===== src/tea_pkg.sv =====
`timescale 1ns / 1ps
// ----------------------------------------------------------------------------
// tea_pkg
// Shared types, constants and the round function of the TEA cipher pipeline.
// ----------------------------------------------------------------------------
package tea_pkg;

  localparam int WORD_W         = 32;
  localparam int KEY_WORDS      = 4;
  localparam int CFG_ADDR_W     = 2;
  localparam int ROUNDS_DEFAULT = 32;

  localparam logic [WORD_W-1:0] DELTA = 32'h9e37_79b9;

  // register indexes of the key words
  localparam logic [CFG_ADDR_W-1:0] REG_KEY0 = 2'd0;
  localparam logic [CFG_ADDR_W-1:0] REG_KEY1 = 2'd1;
  localparam logic [CFG_ADDR_W-1:0] REG_KEY2 = 2'd2;
  localparam logic [CFG_ADDR_W-1:0] REG_KEY3 = 2'd3;

  // direction codes
  localparam logic FUNC_ENC = 1'b0;
  localparam logic FUNC_DEC = 1'b1;

  typedef logic [KEY_WORDS-1:0][WORD_W-1:0] tea_key_t;

  typedef struct packed {
    logic              valid;
    logic              func;
    logic [WORD_W-1:0] a;
    logic [WORD_W-1:0] b;
  } tea_data_t;

  function automatic logic [WORD_W-1:0] tea_mix(input logic [WORD_W-1:0] x,
                                                input logic [WORD_W-1:0] sum,
                                                input logic [WORD_W-1:0] ka,
                                                input logic [WORD_W-1:0] kb);
    tea_mix = ((x << 4) + ka) ^ (x + sum) ^ ((x >> 5) + kb);
  endfunction

endpackage


===== src/tea_cell.sv =====
`timescale 1ns / 1ps
// ----------------------------------------------------------------------------
// tea_cell
// One half of a TEA cycle: updates one word of the block from the other and
// hands the block to the next cell on the following clock.
// ----------------------------------------------------------------------------
module tea_cell
  import tea_pkg::*;
#(
  parameter int ROUNDS = ROUNDS_DEFAULT,
  parameter int IDX    = 0
) (
  input  logic      clk,
  input  logic      rst,
  input  tea_key_t  keys,
  input  tea_data_t din,
  output tea_data_t dout
);

  localparam int ROUND = IDX / 2;
  localparam int HALF  = IDX % 2;

  // running sum seen by this round, per direction
  localparam logic [WORD_W-1:0] SUM_ENC = WORD_W'(64'(DELTA) * 64'(ROUND + 1));
  localparam logic [WORD_W-1:0] SUM_DEC = WORD_W'(64'(DELTA) * 64'(ROUNDS - ROUND));

  logic              upd_a;
  logic [WORD_W-1:0] sum;
  logic [WORD_W-1:0] x;
  logic [WORD_W-1:0] mixed;
  logic [WORD_W-1:0] a_next;
  logic [WORD_W-1:0] b_next;

  always_comb begin
    // first half of encrypt and second half of decrypt touch word a
    upd_a  = (HALF == 0) ^ (din.func == FUNC_DEC);
    sum    = (din.func == FUNC_DEC) ? SUM_DEC : SUM_ENC;
    x      = upd_a ? din.b : din.a;
    mixed  = tea_mix(x, sum,
                     upd_a ? keys[REG_KEY0] : keys[REG_KEY2],
                     upd_a ? keys[REG_KEY1] : keys[REG_KEY3]);
    a_next = din.a;
    b_next = din.b;
    if (upd_a) begin
      a_next = (din.func == FUNC_DEC) ? din.a - mixed : din.a + mixed;
    end else begin
      b_next = (din.func == FUNC_DEC) ? din.b - mixed : din.b + mixed;
    end
  end

  always_ff @(posedge clk) begin
    if (rst) begin
      dout.valid <= 1'b0;
    end else begin
      dout.valid <= din.valid;
    end
    dout.func <= din.func;
    dout.a    <= a_next;
    dout.b    <= b_next;
  end

endmodule


===== config.mk =====
export PLATFORM = sky130hd
export DESIGN_NAME = tea_cell
export DESIGN_NICKNAME = d
export VERILOG_FILES = /design/src/tea_pkg.sv /design/src/tea_cell.sv
export SDC_FILE = /design/constraint.sdc
export NUM_CORES = 1
export LEC_CHECK = 0
export CORE_MARGIN = 1
export CORE_UTILIZATION = 45
export CTS_BUF_LIST = sky130_fd_sc_hd__clkbuf_16
export DETAILED_ROUTE_END_ITERATION = 10
export DONT_BUFFER_PORTS = 1
export PLACE_DENSITY_LB_ADDON = 0.3
export SKIP_CTS_REPAIR_TIMING = 1
export SLEW_MARGIN = 20
export SYNTH_ARGS = -nofsm -noshare
export SYNTH_HDL_FRONTEND = slang
export SYNTH_SLANG_ARGS = --single-unit

===== constraint.sdc =====
create_clock -name clk -period 10.55 [get_ports clk]
set_input_delay 0.5275 -clock clk [delete_from_list [all_inputs] [get_ports clk]]
set_output_delay 0.5275 -clock clk [all_outputs]
set_load 0.02 [all_outputs]

# Word-level counts from Yosys, hierarchy flattened
# Index checks and enable logic that the tools add are counted.
[op_classes] add_sub_neg=5 n_mux=6 n_bitwise=2
[op_table] op="$mux 32" n=5
[op_table] op="$add 32x32->32" n=3
[op_table] op="$xor 32x32->32" n=2
[op_table] op="$add 27x32->32" n=1
[op_table] op="$sub 32x32->32" n=1
[op_table] op="$mux 31" n=1
[word_totals] regBits=66 inputBits=196 output_inout_bits=66 elab_cells=17

# Longest topological paths before layout
# Gate-level depths: netlist of the first run.
[logic_depth] ltp_word=6 mapped_depth=37 ltp_nobuf=27

# Worst setup path before layout of the first run
# OpenSTA, ideal clock, no wires.
[synth_path] kind="in2reg" startpoint="in din[64] in the netlist's numbering" endpoint="reg dout[31] in the netlist's numbering" setup_time_ns=0.118 arrival_time_ns=7.812 required_ns=10.432 path_slack_ns=2.620 path_stages=36 n_path_buf=10 path_cell_list="buf_6 buf_6 buf_6 buf_2 buf_1 buf_2 buf_2 clkbuf_1 buf_2 mux2_2 ha_1 fa_1 a21o_1 a21o_1 a21o_1 a21oi_1 o21ai_0 a21o_1 a21o_1 a21oi_1 a2bb2oi_1 nor2b_1 xor2_1 ha_1 clkbuf_1 a211oi_1 o21bai_1 a221oi_1 o21bai_1 or4_1 nand3_1 a31oi_1 or2_0 xnor3_1 nand2_1 xnor2_1"
[synth_via] elab_chain_cells=6 word_cells_on_any_way=11 classes_between="add/sub: 4; mux: 5; bitwise: 2"
[synth_lines] item="from (decl)" line_no="tea_cell.sv:16" source="input tea_data_t din,"
[synth_lines] item="$mux 32, or another cell as far along" line_no="tea_cell.sv:40" source="upd_a ? keys[REG_KEY0] : keys[REG_KEY2],"
[synth_lines] item="$add 32x32->32" line_no="tea_pkg.sv:38" source="tea_mix = ((x << 4) + ka) ^ (x + sum) ^ ((x >> 5) + kb);"
[synth_lines] item="$xor 32x32->32 (2 in series)" line_no="tea_pkg.sv:38"
[synth_lines] item="$sub 32x32->32" line_no="tea_cell.sv:47" source="b_next = (din.func == FUNC_DEC) ? din.b - mixed : din.b + mixed;"
[synth_lines] item="$mux 32 (*)" line_no="tea_cell.sv:44" source="if (upd_a) begin"
[synth_lines] item="via b_next[31]" line_no="tea_cell.sv:32" source="logic [WORD_W-1:0] b_next;"
[synth_lines] item="to (decl)" line_no="tea_cell.sv:17" source="output tea_data_t dout"
# Mark *: on every way through the listed nets, which the timed path passes. The rest lies on a longest branch.
# A chain may end at the register's enable or synchronous reset.

# Final worst setup path of the first run
# Same ends and word-level chain as after synthesis.

==> parameters.txt, run 1 <==
Parameter                              Value

Run status
  Result of the run ... finished, final reports clean

Yosys
  Post-synth top flop ... sky130_fd_sc_hd__dfxtp_1
  FF+latch count, synth ... 66
  Warning count from the yosys run ... 0
  Biggest area contributors in the synthesized netlist ... sky130_fd_sc_hd__ha_1, sky130_fd_sc_hd__dfxtp_1, sky130_fd_sc_hd__xnor2_1, sky130_fd_sc_hd__mux2_2, sky130_fd_sc_hd__o21ai_0
  Portion of synthesized cell area occupied by the leading cell type ... 14.26%
  Area of the mapped netlist ... 10700 sq um
  Seq/Total Area, Yosys ... 12.35%
  Cell variety after synth ... 90
  Top cell type by total area after synthesis ... sky130_fd_sc_hd__ha_1
  Share of flip-flops with an asynchronous set or reset after synthesis ... 0%
  Syn_nets ... 1711
  Gate count after technology mapping ... 1389
  Number of enable-type register cells in the synthesized netlist ... 0
  Syn avg cell area ... 7.704 sq um

Power and ir drop
  Proportion of power drawn by the clock network ... 8.4%
  Power per cell area ... 290.9 nW/um^2
  Logic gate share of total power ... 73.6%
  Sequential Power Share ... 17.9%
  Power spent charging and discharging nets ... 1.695 mW
  Largest vdd supply drop ... 0.1168 mV
  Leak pwr ... 4.897 nW
  Switching part of the total power ... 52.08%
  Internal Power ... 1.559 mW
  Overall power after layout ... 3.254 mW

Clocking
  Htree depth ... 3
  Number of sinks on the clock net ... 66
  Cts bufs inserted ... 9
  Clock transition at the registers of the reported paths ... 50 ps
  Clock Path Buffers ... 2
  Clock tree from TritonCTS ... yes
  Root Buffer ... sky130_fd_sc_hd__clkbuf_16

Global route
  Total routing resource utilization after global routing ... 27.88%
  Residual overflow from global routing ... 0
  First-pass GRT wire length ... 51.75 mm
  Maximum number of pins on one net before global-route repair ... 254
  Antenna violations before repair ... 0
  Vias in the first global route ... 9011

Cells and area
  Number of nets in the layout ... 1686
  Area delta synth->final ... 4.513%
  Fill cell count ... 2378
  Final core utilization ... 47.79%
  Final cell count without fillers ... 1687
  Layout cells sized above 1 ... 7.675%
  Most flops, register ... dout
  Max reg flops ... 66
  Finished Cell Area ... 11180 sq um
  Largest registers ... dout (66)
  Inserted Diodes ... 0

STA
  Worst-Margin Slew ... 945.4 ps
  Fin Setup TNS ... 0 ps
  Max Freq ... 144.8 MHz
  Final Hold Viols ... 0
  Final count of pins violating max slew ... 0
  Post-route fraction of the period consumed by the critical path ... 65.45%
  Final setup slack of the worst path ... 3645 ps
  Setup violators final ... 0
  Post-layout min period ... 6905 ps
  Min Hold Slack ... 224.5 ps
  Slew headroom ... 36.91%
  RSZ-0062 raised after global routing ... false

Detailed routing
  Antenna-violating nets left ... 0
  DRC violations left ... 0
  Final Routed Wirelength ... 34.72 mm
  First drt pass iteration count ... 5
  Via count ... 10150
  Number of design-rule violations left by the first detailed-router iteration ... 859
  Average detailed-routed wire length per instance ... 20.58 microns
  Via density per instance ... 6.016

Critical path
  Worst setup path startpoint ... din[64]
  Sort of element at the start of the critical path ... input port
  CP Capture Type ... flip-flop
  WP data required ... 10780 ps
  Worst-path maximum fanout ... 253
  Critical path start-end classification ... input port to flip-flop
  CP arrival ... 7140 ps
  Critical Path Sink ... dout[31]

Placed design
  Dpl cell area ... 10920 sq um
  Number of placed instances, taps included ... 1672
  Detailed-placement wirelength estimate ... 28.89 mm
  Setup slack at placement ... 3432 ps
  Count of input and output buffers ... 0
  RD Place Congestion ... 0.9468

Hold path
  Kind of path behind the tightest hold check ... input port to flip-flop

Floorplan
  Area of the placeable core ... 23400 sq um
  Starting Density ... 45.73%
  Die footprint ... 24400 sq um
  Die Width ... 156.2 microns
  Boundary Pins ... 262
  Die Span Y ... 156.2 microns
  Site row count ... 56

Run
  Max-cap viol count ... 0
-- how the worst min path moves through the flow --
stage / from / depth (start not counted) / to
3_3_place_gp: din[64] / 0 / dout[64]
6_report: din[64] / 0 / dout[64]
2_1_floorplan: din[64] / 0 / dout[64]
5_1_grt: din[64] / 0 / dout[64]
3_5_place_dp: din[64] / 0 / dout[64]
4_1_cts: din[64] / 0 / dout[64]
-- power by group through the flow --
stage / combinational, mW / sequential (mW) / clock (mW)
2_1_floorplan: 1.87 / 0.572 / 0
5_1_grt: 2.64 / 0.597 / 0.290
4_1_cts: 2.35 / 0.587 / 0.279
6_report: 2.40 / 0.584 / 0.274
3_5_place_dp: 2.34 / 0.593 / 0
3_3_place_gp: 2.33 / 0.590 / 0
-- per-layer routing --
metal  wire, microns  vias to the layer above  share of wire [%]  global-route usage [%]
li1                -                     4953                  -                       -
met1           16020                     4689                 46                   39.98
met2           14680                      457                 42                   42.01
met3            3272                       50                9.4                   5.456
met4             750                        0                2.2                   7.330
met5               0                        -                  0                       0
-- cells in the mapped netlist (all sizes together) (4+ instances only) --
library cell	count
xnor2	147
nand2	143
o21ai	135
ha	122
a21oi	108
nor2	79
dfxtp	66
xor2	66
a21o	64
inv	60
mux2	60
nand3	30
nor2b	29
clkbuf	22
nand2b	20
nor3	17
buf	14
o21bai	14
a31oi	13
and3	13
a211oi	12
o21a	12
o31ai	9
and2	8
mux2i	8
nand4	8
or2	8
or3	8
o211ai	6
a2111oi	5
o22ai	5
a21boi	4
a221oi	4
a41oi	4
fa	4
nor3b	4
o221ai	4
xnor3	4
-- layout make-up --
cell class / count / area [sq um] / area share (%)
Tap cell: 319 / 399.1 / 3.569
Clock inverter: 6 / 35.03 / 0.3132
Sequential cell: 66 / 1321 / 11.81
Inverter: 60 / 225.2 / 2.014
Multi-Input combinational cell: 1227 / 8979 / 80.28
Clock buffer: 9 / 225.2 / 2.014
-- worst max-delay path, stage by stage --
cell and delay, ps:
sky130_fd_sc_hd__inv_1 680, sky130_fd_sc_hd__nand2_1 160, sky130_fd_sc_hd__nand2_1 210, sky130_fd_sc_hd__ha_1 260, sky130_fd_sc_hd__a21o_1 160, sky130_fd_sc_hd__a21o_1 200
sky130_fd_sc_hd__a2111oi_0 410, sky130_fd_sc_hd__nor3_1 180, sky130_fd_sc_hd__o41ai_2 420, sky130_fd_sc_hd__nand2b_1 210, sky130_fd_sc_hd__o21ai_0 230, sky130_fd_sc_hd__a21o_1 250
sky130_fd_sc_hd__a21o_1 200, sky130_fd_sc_hd__xor2_1 270, sky130_fd_sc_hd__ha_1 370, sky130_fd_sc_hd__o21ai_0 220, sky130_fd_sc_hd__o21bai_1 110, sky130_fd_sc_hd__a221oi_1 330
sky130_fd_sc_hd__o21bai_1 160, sky130_fd_sc_hd__or4_1 580, sky130_fd_sc_hd__nand3_1 130, sky130_fd_sc_hd__a31oi_1 80, sky130_fd_sc_hd__or2_0 200, sky130_fd_sc_hd__xnor3_1 360
sky130_fd_sc_hd__nand2_1 70, sky130_fd_sc_hd__xnor2_1 110
-- cell families (layout without fill, tap and decap cells) --
logic type,after synthesis,after routing,share of synthesized area (%)
compound gates,435,435,26.41
buf+inv,96,75,3.753
fa+ha+maj,126,126,15.01
mux,68,68,7.097
xor+xnor,217,217,18.29
flops,66,66,12.35
simple gates,381,381,17.09
-- layout by cell type, fill, tap and decap left out, types with 4 or more instances in the layout --
cell                        netlist  final
sky130_fd_sc_hd__o21bai_1        14     14
sky130_fd_sc_hd__and3_1          13     13
sky130_fd_sc_hd__and2_1           8      8
sky130_fd_sc_hd__or2_2            7      7
sky130_fd_sc_hd__mux2_2          60     60
sky130_fd_sc_hd__o21ai_1          8      8
sky130_fd_sc_hd__xor2_1          66     66
sky130_fd_sc_hd__fa_1             4      4
sky130_fd_sc_hd__clkbuf_16        0      9
sky130_fd_sc_hd__ha_1           122    122
sky130_fd_sc_hd__or3_1            7      7
sky130_fd_sc_hd__mux2i_1          7      7
sky130_fd_sc_hd__o21a_1          12     12
sky130_fd_sc_hd__o21ai_0        126    126
sky130_fd_sc_hd__inv_1           60     60
sky130_fd_sc_hd__a21oi_1        108    108
sky130_fd_sc_hd__a211oi_1        11     11
sky130_fd_sc_hd__nand2_1        142    142
sky130_fd_sc_hd__o221ai_1         4      4
sky130_fd_sc_hd__nor2_1          78     78
sky130_fd_sc_hd__a31oi_1         13     13
sky130_fd_sc_hd__xnor2_1        147    147
sky130_fd_sc_hd__nand2b_1        20     20
sky130_fd_sc_hd__a21o_1          64     64
sky130_fd_sc_hd__dfxtp_1         66     66
sky130_fd_sc_hd__nor3b_1          4      4
sky130_fd_sc_hd__nand3_1         29     29
sky130_fd_sc_hd__o31ai_1          8      8
sky130_fd_sc_hd__o211ai_1         6      6
sky130_fd_sc_hd__nor3_1          16     16
sky130_fd_sc_hd__nor2b_1         29     29
sky130_fd_sc_hd__clkinv_2         0      4
sky130_fd_sc_hd__nand4_1          8      8
Note: power is estimated with default switching activity, not from simulation.
==> run 2, diff against run 1 <==
clock period = 5.71 ns   (was 10.55 ns; I/O delays follow)
==> parameters.txt, run 2 (synthesis gave the netlist of run 1 again) <==
Parameter                              Value

Placed design
  Number of placed instances, taps included ... 1745 (+4.4%)
  Count of input and output buffers ... 0 (unchanged)
  RD Place Congestion ... 0.9638 (+1.8%)
  Detailed-placement wirelength estimate ... 30.17 mm (+4.4%)
  Setup slack at placement ... -90.12 ps (-3522 ps)

Critical path
  CP arrival ... 5890 ps (-1250 ps)
  Critical path start-end classification ... input port to flip-flop
  WP data required ... 5950 ps (-4830 ps)
  CP Capture Type ... flip-flop
  Sort of element at the start of the critical path ... input port
  Worst-path maximum fanout ... 253 (unchanged)

Power and ir drop
  Power spent charging and discharging nets ... 3.394 mW (+100%)
  Largest vdd supply drop ... 0.2086 mV (+79%)
  Logic gate share of total power ... 75.4% (+1.8 points)
  Switching part of the total power ... 51.16% (-0.93 points)
  Overall power after layout ... 6.634 mW (+100%)
  Internal Power ... 3.240 mW (+110%)
  Proportion of power drawn by the clock network ... 8.3% (about the same)
  Leak pwr ... 5.365 nW (+9.6%)
  Sequential Power Share ... 16.3% (-1.6 points)
  Power per cell area ... 549.9 nW/um^2 (+89%)

Cells and area
  Commonest cells after routing, fill and taps aside ... sky130_fd_sc_hd__xnor2_1, sky130_fd_sc_hd__nand2_1, sky130_fd_sc_hd__ha_1, sky130_fd_sc_hd__o21ai_0, sky130_fd_sc_hd__a21oi_1
  Inserted Diodes ... 0 (unchanged)
  Number of nets in the layout ... 1765 (+4.7%)
  Largest registers ... dout (66)
  Most frequent standard cell in the layout excluding fill and tap cells ... sky130_fd_sc_hd__xnor2_1
  Layout cells sized above 1 ... 15.81% (+8.1 points)
  Fill cell count ... 2338 (-1.7%)
  Max reg flops ... 66 (unchanged)
  Final cell count without fillers ... 1767 (+4.7%)
  Area delta synth->final ... 12.72%
  Most flops, register ... dout

Hold path
  Capture endpoint of the worst hold path ... dout[65]
  Worst hold path depth ... 1 (+1)
  Kind of path behind the tightest hold check ... input port to flip-flop
  Startpoint of the tightest hold check path ... rst

STA
  Post-route fraction of the period consumed by the critical path ... 99.00%
  Final count of pins violating max slew ... 0 (unchanged)
  Post-layout min period ... 5653 ps
  Slew headroom ... 49.46% (+13 points)
  Final setup slack of the worst path ... 57.07 ps (-3588 ps)
  Setup violators final ... 0 (unchanged)
  Worst-Margin Slew ... 755.7 ps (-189.7 ps)
  Final Hold Viols ... 0 (unchanged)
  Max Freq ... 176.9 MHz

Global route
  Maximum number of pins on one net before global-route repair ... 254 (unchanged)
  Total routing resource utilization after global routing ... 29.47% (+1.6 points)
  Residual overflow from global routing ... 0 (unchanged)
  First-pass GRT wire length ... 55.06 mm (+6.4%)
  Antenna violations before repair ... 1 (+1)
  Vias in the first global route ... 9770 (+8.4%)

Floorplan
  Area of the placeable core ... 23400 sq um (unchanged)
  Die Width ... 156.2 microns (unchanged)
  Die footprint ... 24400 sq um (unchanged)
  Site row count ... 56 (unchanged)
  Starting Density ... 45.73% (unchanged)
  Die Span Y ... 156.2 microns (unchanged)
  Boundary Pins ... 262 (unchanged)

Detailed routing
  DRC violations left ... 0 (unchanged)
  Number of design-rule violations left by the first detailed-router iteration ... 1061 (+24%)
  Average detailed-routed wire length per instance ... 20.76 microns (+0.86%)
  Via density per instance ... 6.019 (about the same)
  Via count ... 10640 (+4.8%)
  First drt pass iteration count ... 5 (unchanged)
  Antenna-violating nets left ... 0 (unchanged)
  Final Routed Wirelength ... 36.68 mm (+5.6%)

Run status
  Result of the run ... finished, final reports clean

Clocking
  Cts bufs inserted ... 9 (unchanged)
  Clock transition at the registers of the reported paths ... 60 ps (about the same)
  Clock tree from TritonCTS ... yes
  Root Buffer ... sky130_fd_sc_hd__clkbuf_16
  Number of sinks on the clock net ... 66 (unchanged)
  Clock Path Buffers ... 2 (unchanged)
  Htree depth ... 3 (unchanged)

Run
  Max-cap viol count ... 0 (unchanged)
[run 2: changes by cell type in the layout (fill, tap and decap cells not counted), sizes merged]
cell and delta:
buf +78, clkinv +1, inv +1, clkinvlp -1, dlygate4sd3 +1
[run 2: metrics by stage]
step | hold WS, ps | TNS, ps | util (%) | area (sq um)
floorplan | 313.2 | -2105 | - | 10970
global placement | 333.0 | 0 | 49.72 | 11630
detailed placement | 327.7 | -90.12 | 49.72 | 11630
CTS | -33.02 | 0 | 50.87 | 11910
global route | 4.751 | -12.67 | 51.55 | 12060
finish | 6.486 | 0 | 51.55 | 12060
[run 2: how the worst max path moves through the flow]
stage                        from  endpoint  slack, ps  cells after the start
after global placement    din[64]  dout[31]         40                     25
after floorplan           din[64]  dout[31]       -680                     36
after CTS                 din[64]  dout[31]        270                     26
after detailed placement  din[64]  dout[31]        -90                     26
after global routing      din[64]  dout[60]        -10                     26
final                     din[64]  dout[60]         60                     26
[run 2: critical path: stages]
cell and delay (ps):
sky130_fd_sc_hd__mux2_4 460, sky130_fd_sc_hd__ha_4 180, sky130_fd_sc_hd__fa_2 390, sky130_fd_sc_hd__a21o_1 180, sky130_fd_sc_hd__a21oi_2 160, sky130_fd_sc_hd__nand2b_4 160, sky130_fd_sc_hd__a21o_1 170, sky130_fd_sc_hd__o21ai_2 120
sky130_fd_sc_hd__a221oi_4 380, sky130_fd_sc_hd__buf_4 190, sky130_fd_sc_hd__xnor2_1 70, sky130_fd_sc_hd__xor2_1 180, sky130_fd_sc_hd__buf_4 150, sky130_fd_sc_hd__buf_4 130, sky130_fd_sc_hd__ha_1 330, sky130_fd_sc_hd__and2_4 200
sky130_fd_sc_hd__nand3_1 70, sky130_fd_sc_hd__a21oi_1 50, sky130_fd_sc_hd__o2111ai_1 220, sky130_fd_sc_hd__a21oi_1 110, sky130_fd_sc_hd__o31ai_1 400, sky130_fd_sc_hd__a21oi_1 170, sky130_fd_sc_hd__or4_1 440, sky130_fd_sc_hd__a31oi_1 220
sky130_fd_sc_hd__xor2_1 160, sky130_fd_sc_hd__o21ai_1 70
[run 2: area by class of cell]
class	instances	area [sq um]	share of cell area (%)
Timing Repair Buffer	79	595.6	4.937
Clock inverter	7	45.04	0.3734
Inverter	60	225.2	1.867
Tap cell	319	399.1	3.309
Multi-Input combinational cell	1227	9251	76.69
Clock buffer	9	225.2	1.867
Sequential cell	66	1321	10.95
[run 2: layer usage]
metal	track usage, %	part of all wire, %	vias to the layer above
met4	8.217	2.3	2
met3	5.456	8.8	52
met1	42.01	46	4968
met5	0	0.035	-
met2	44.75	43	493
li1	-	-	5121
[run 2: power groups by stage]
stage	registers [mW]	clock network [mW]	logic (mW)
3_5_place_dp	1.10	0	4.77
4_1_cts	1.08	0.556	4.81
6_report	1.08	0.554	5.00
3_3_place_gp	1.09	0	4.75
2_1_floorplan	1.06	0	3.57
5_1_grt	1.11	0.576	5.46
==> run 3, diff against run 2 <==
PLACE_DENSITY = 0.66   (was unset)
PLACE_DENSITY_LB_ADDON = unset   (was 0.3)
clock period = 5.39 ns   (was 5.71 ns; I/O delays follow)
==> parameters.txt, run 3 (synthesis gave the netlist of run 1 again) <==
Parameter                              Value

Run status
  Result of the run ... finished, final reports clean

Clocking
  Clock transition at the registers of the reported paths ... 60 ps (about the same)
  Htree depth ... 3 (unchanged)
  Clock Path Buffers ... 2 (unchanged)
  Cts bufs inserted ... 9 (unchanged)
  Root Buffer ... sky130_fd_sc_hd__clkbuf_16
  Clock tree from TritonCTS ... yes
  Number of sinks on the clock net ... 66 (unchanged)

STA
  Post-layout min period ... 5382 ps
  Worst-Margin Slew ... 658.5 ps (-97.16 ps)
  Post-route fraction of the period consumed by the critical path ... 99.84%
  Final count of pins violating max slew ... 0 (unchanged)
  Fin Setup TNS ... 0 ps (unchanged)
  Setup violators final ... 0 (unchanged)
  Slew headroom ... 54.96% (+5.5 points)
  Max Freq ... 185.8 MHz
  Final Hold Viols ... 0 (unchanged)

Critical path
  CP Capture Type ... flip-flop
  WP data required ... 5640 ps (-310 ps)
  CP arrival ... 5630 ps (-260 ps)
  Worst-path maximum fanout ... 253 (unchanged)
  Critical path start-end classification ... input port to flip-flop
  Buf/Inv on CP ... 0 (-3)
  Sort of element at the start of the critical path ... input port
  Slowest-stage cell, CP ... sky130_fd_sc_hd__or4_4
  Cell with the most instances on the worst path ... sky130_fd_sc_hd__a21o_1
  Peak per-stage delay on the critical path ... 550 ps (+90 ps)
  Cell family with the largest share of critical-path delay ... compound AO/OA/AOI/OAI gates

Cells and area
  Most frequent standard cell in the layout excluding fill and tap cells ... sky130_fd_sc_hd__buf_4
  Area delta synth->final ... 22.09%
  Combined area of the multi-input logic cells ... 9288 sq um (+0.39%)
  Final core utilization ... 55.83% (+4.3 points)
  Sequential standard cell area ... 1321 sq um (unchanged)
  Fill cell count ... 2280 (-2.5%)
  Commonest cells after routing, fill and taps aside ... sky130_fd_sc_hd__buf_4, sky130_fd_sc_hd__xnor2_1, sky130_fd_sc_hd__nand2_1, sky130_fd_sc_hd__ha_1, sky130_fd_sc_hd__o21ai_0
  Number of nets in the layout ... 1882 (+6.6%)
  Max reg flops ... 66 (unchanged)
  Most flops, register ... dout
  Largest registers ... dout (66)
  Layout cells sized above 1 ... 22.17% (+6.4 points)
  Final cell count without fillers ... 1886 (+6.7%)

Global route
  Vias in the first global route ... 10130 (+3.7%)
  Total routing resource utilization after global routing ... 29.83% (+0.37 points)
  Residual overflow from global routing ... 0 (unchanged)
  First-pass GRT wire length ... 55.61 mm (+1.0%)
  Maximum number of pins on one net before global-route repair ... 254 (unchanged)
  Antenna violations before repair ... 0 (-1)

Floorplan
  Starting Density ... 45.73% (unchanged)
  Die footprint ... 24400 sq um (unchanged)
  Die Span Y ... 156.2 microns (unchanged)
  Boundary Pins ... 262 (unchanged)
  Die Width ... 156.2 microns (unchanged)
  Site row count ... 56 (unchanged)
  Area of the placeable core ... 23400 sq um (unchanged)

Detailed routing
  Via density per instance ... 5.768 (-4.2%)
  Antenna-violating nets left ... 0 (unchanged)
  DRC violations left ... 0 (unchanged)
  Via count ... 10880 (+2.3%)
  Top routing layer in use ... met4
  DRT met1 WL ... 17.33 mm (+2.4%)
  Detail Route met2 WL ... 16.05 mm (+2.3%)
  Met3 layer wire length in the routed design ... 2.798 mm (-14%)
  Final Routed Wirelength ... 36.96 mm (+0.76%)
  Number of design-rule violations left by the first detailed-router iteration ... 767 (-28%)
  First drt pass iteration count ... 6 (+1)
  Average detailed-routed wire length per instance ... 19.60 microns (-5.6%)

Placed design
  Number of placed instances, taps included ... 1865 (+6.9%)
  RD Place Congestion ... 0.9545 (-0.96%)
  Count of input and output buffers ... 0 (unchanged)
  Detailed-placement wirelength estimate ... 30.61 mm (+1.5%)

Power and ir drop
  Largest vdd supply drop ... 0.2394 mV (+15%)
  Leak pwr ... 5.974 nW (+11%)
  Overall power after layout ... 7.634 mW (+15%)
  Power per cell area ... 584.3 nW/um^2 (+6.3%)

Hold path
  Kind of path behind the tightest hold check ... input port to flip-flop

Run
  Max-cap viol count ... 0 (unchanged)
[run 3: cell count changes in the layout (fill, tap and decap cells not counted), moves of 2 or more]
cell,delta
sky130_fd_sc_hd__clkinv_2,-4
sky130_fd_sc_hd__ha_2,-2
sky130_fd_sc_hd__diode_2,+2
sky130_fd_sc_hd__clkinv_4,+2
sky130_fd_sc_hd__o21ai_0,-6
sky130_fd_sc_hd__bufinv_16,+3
sky130_fd_sc_hd__buf_4,+116
sky130_fd_sc_hd__o21ai_1,+6
[run 3: metrics by stage]
| step | setup WS (ps) | cell area (sq um) | hold WS (ps) |
|---|---|---|---|
| finish | 8.415 | 13070 | 6.955 |
| global route | -36.36 | 13060 | 2.752 |
| CTS | 20.68 | 12920 | -50.86 |
| detailed placement | -328.4 | 12570 | 331.3 |
| global placement | -283.6 | 12570 | 329.4 |
| floorplan | -988.8 | 11000 | 297.2 |
[run 3: routing by layer]
layer / track usage, % / vias up
li1: - / 5353
met1: 41.36 / 5047
met2: 46.43 / 427
met3: 5.871 / 51
met4: 8.543 / 0
met5: 0 / -
[run 3: final timing paths]
| kind | startpoint | to | slack (ps) | depth (start not counted) |
|---|---|---|---|---|
| setup / recovery | din[64] | dout[31] | 8 | 26 |
| hold / removal | din[31] | dout[31] | 7 | 1 |
[run 3: cell type report]
type | instances | area share [%]
flip-flops and latches | 66 | 10.11
well taps | 319 | 3.055
clock buffers | 9 | 1.724
diodes | 2 | 0.03831
inverters | 60 | 1.724
repair buffers | 196 | 11.30
multi-input cells | 1227 | 71.09
clock inverters | 7 | 0.9577
[run 3: power breakdown]
| group | switching, mW | leakage, nW | total (mW) | internal, mW |
|---|---|---|---|---|
| sequential | 0.399 | 0.556 | 1.15 | 0.746 |
| combinational | 2.99 | 5.25 | 5.74 | 2.75 |
| clock | 0.288 | 0.170 | 0.745 | 0.457 |
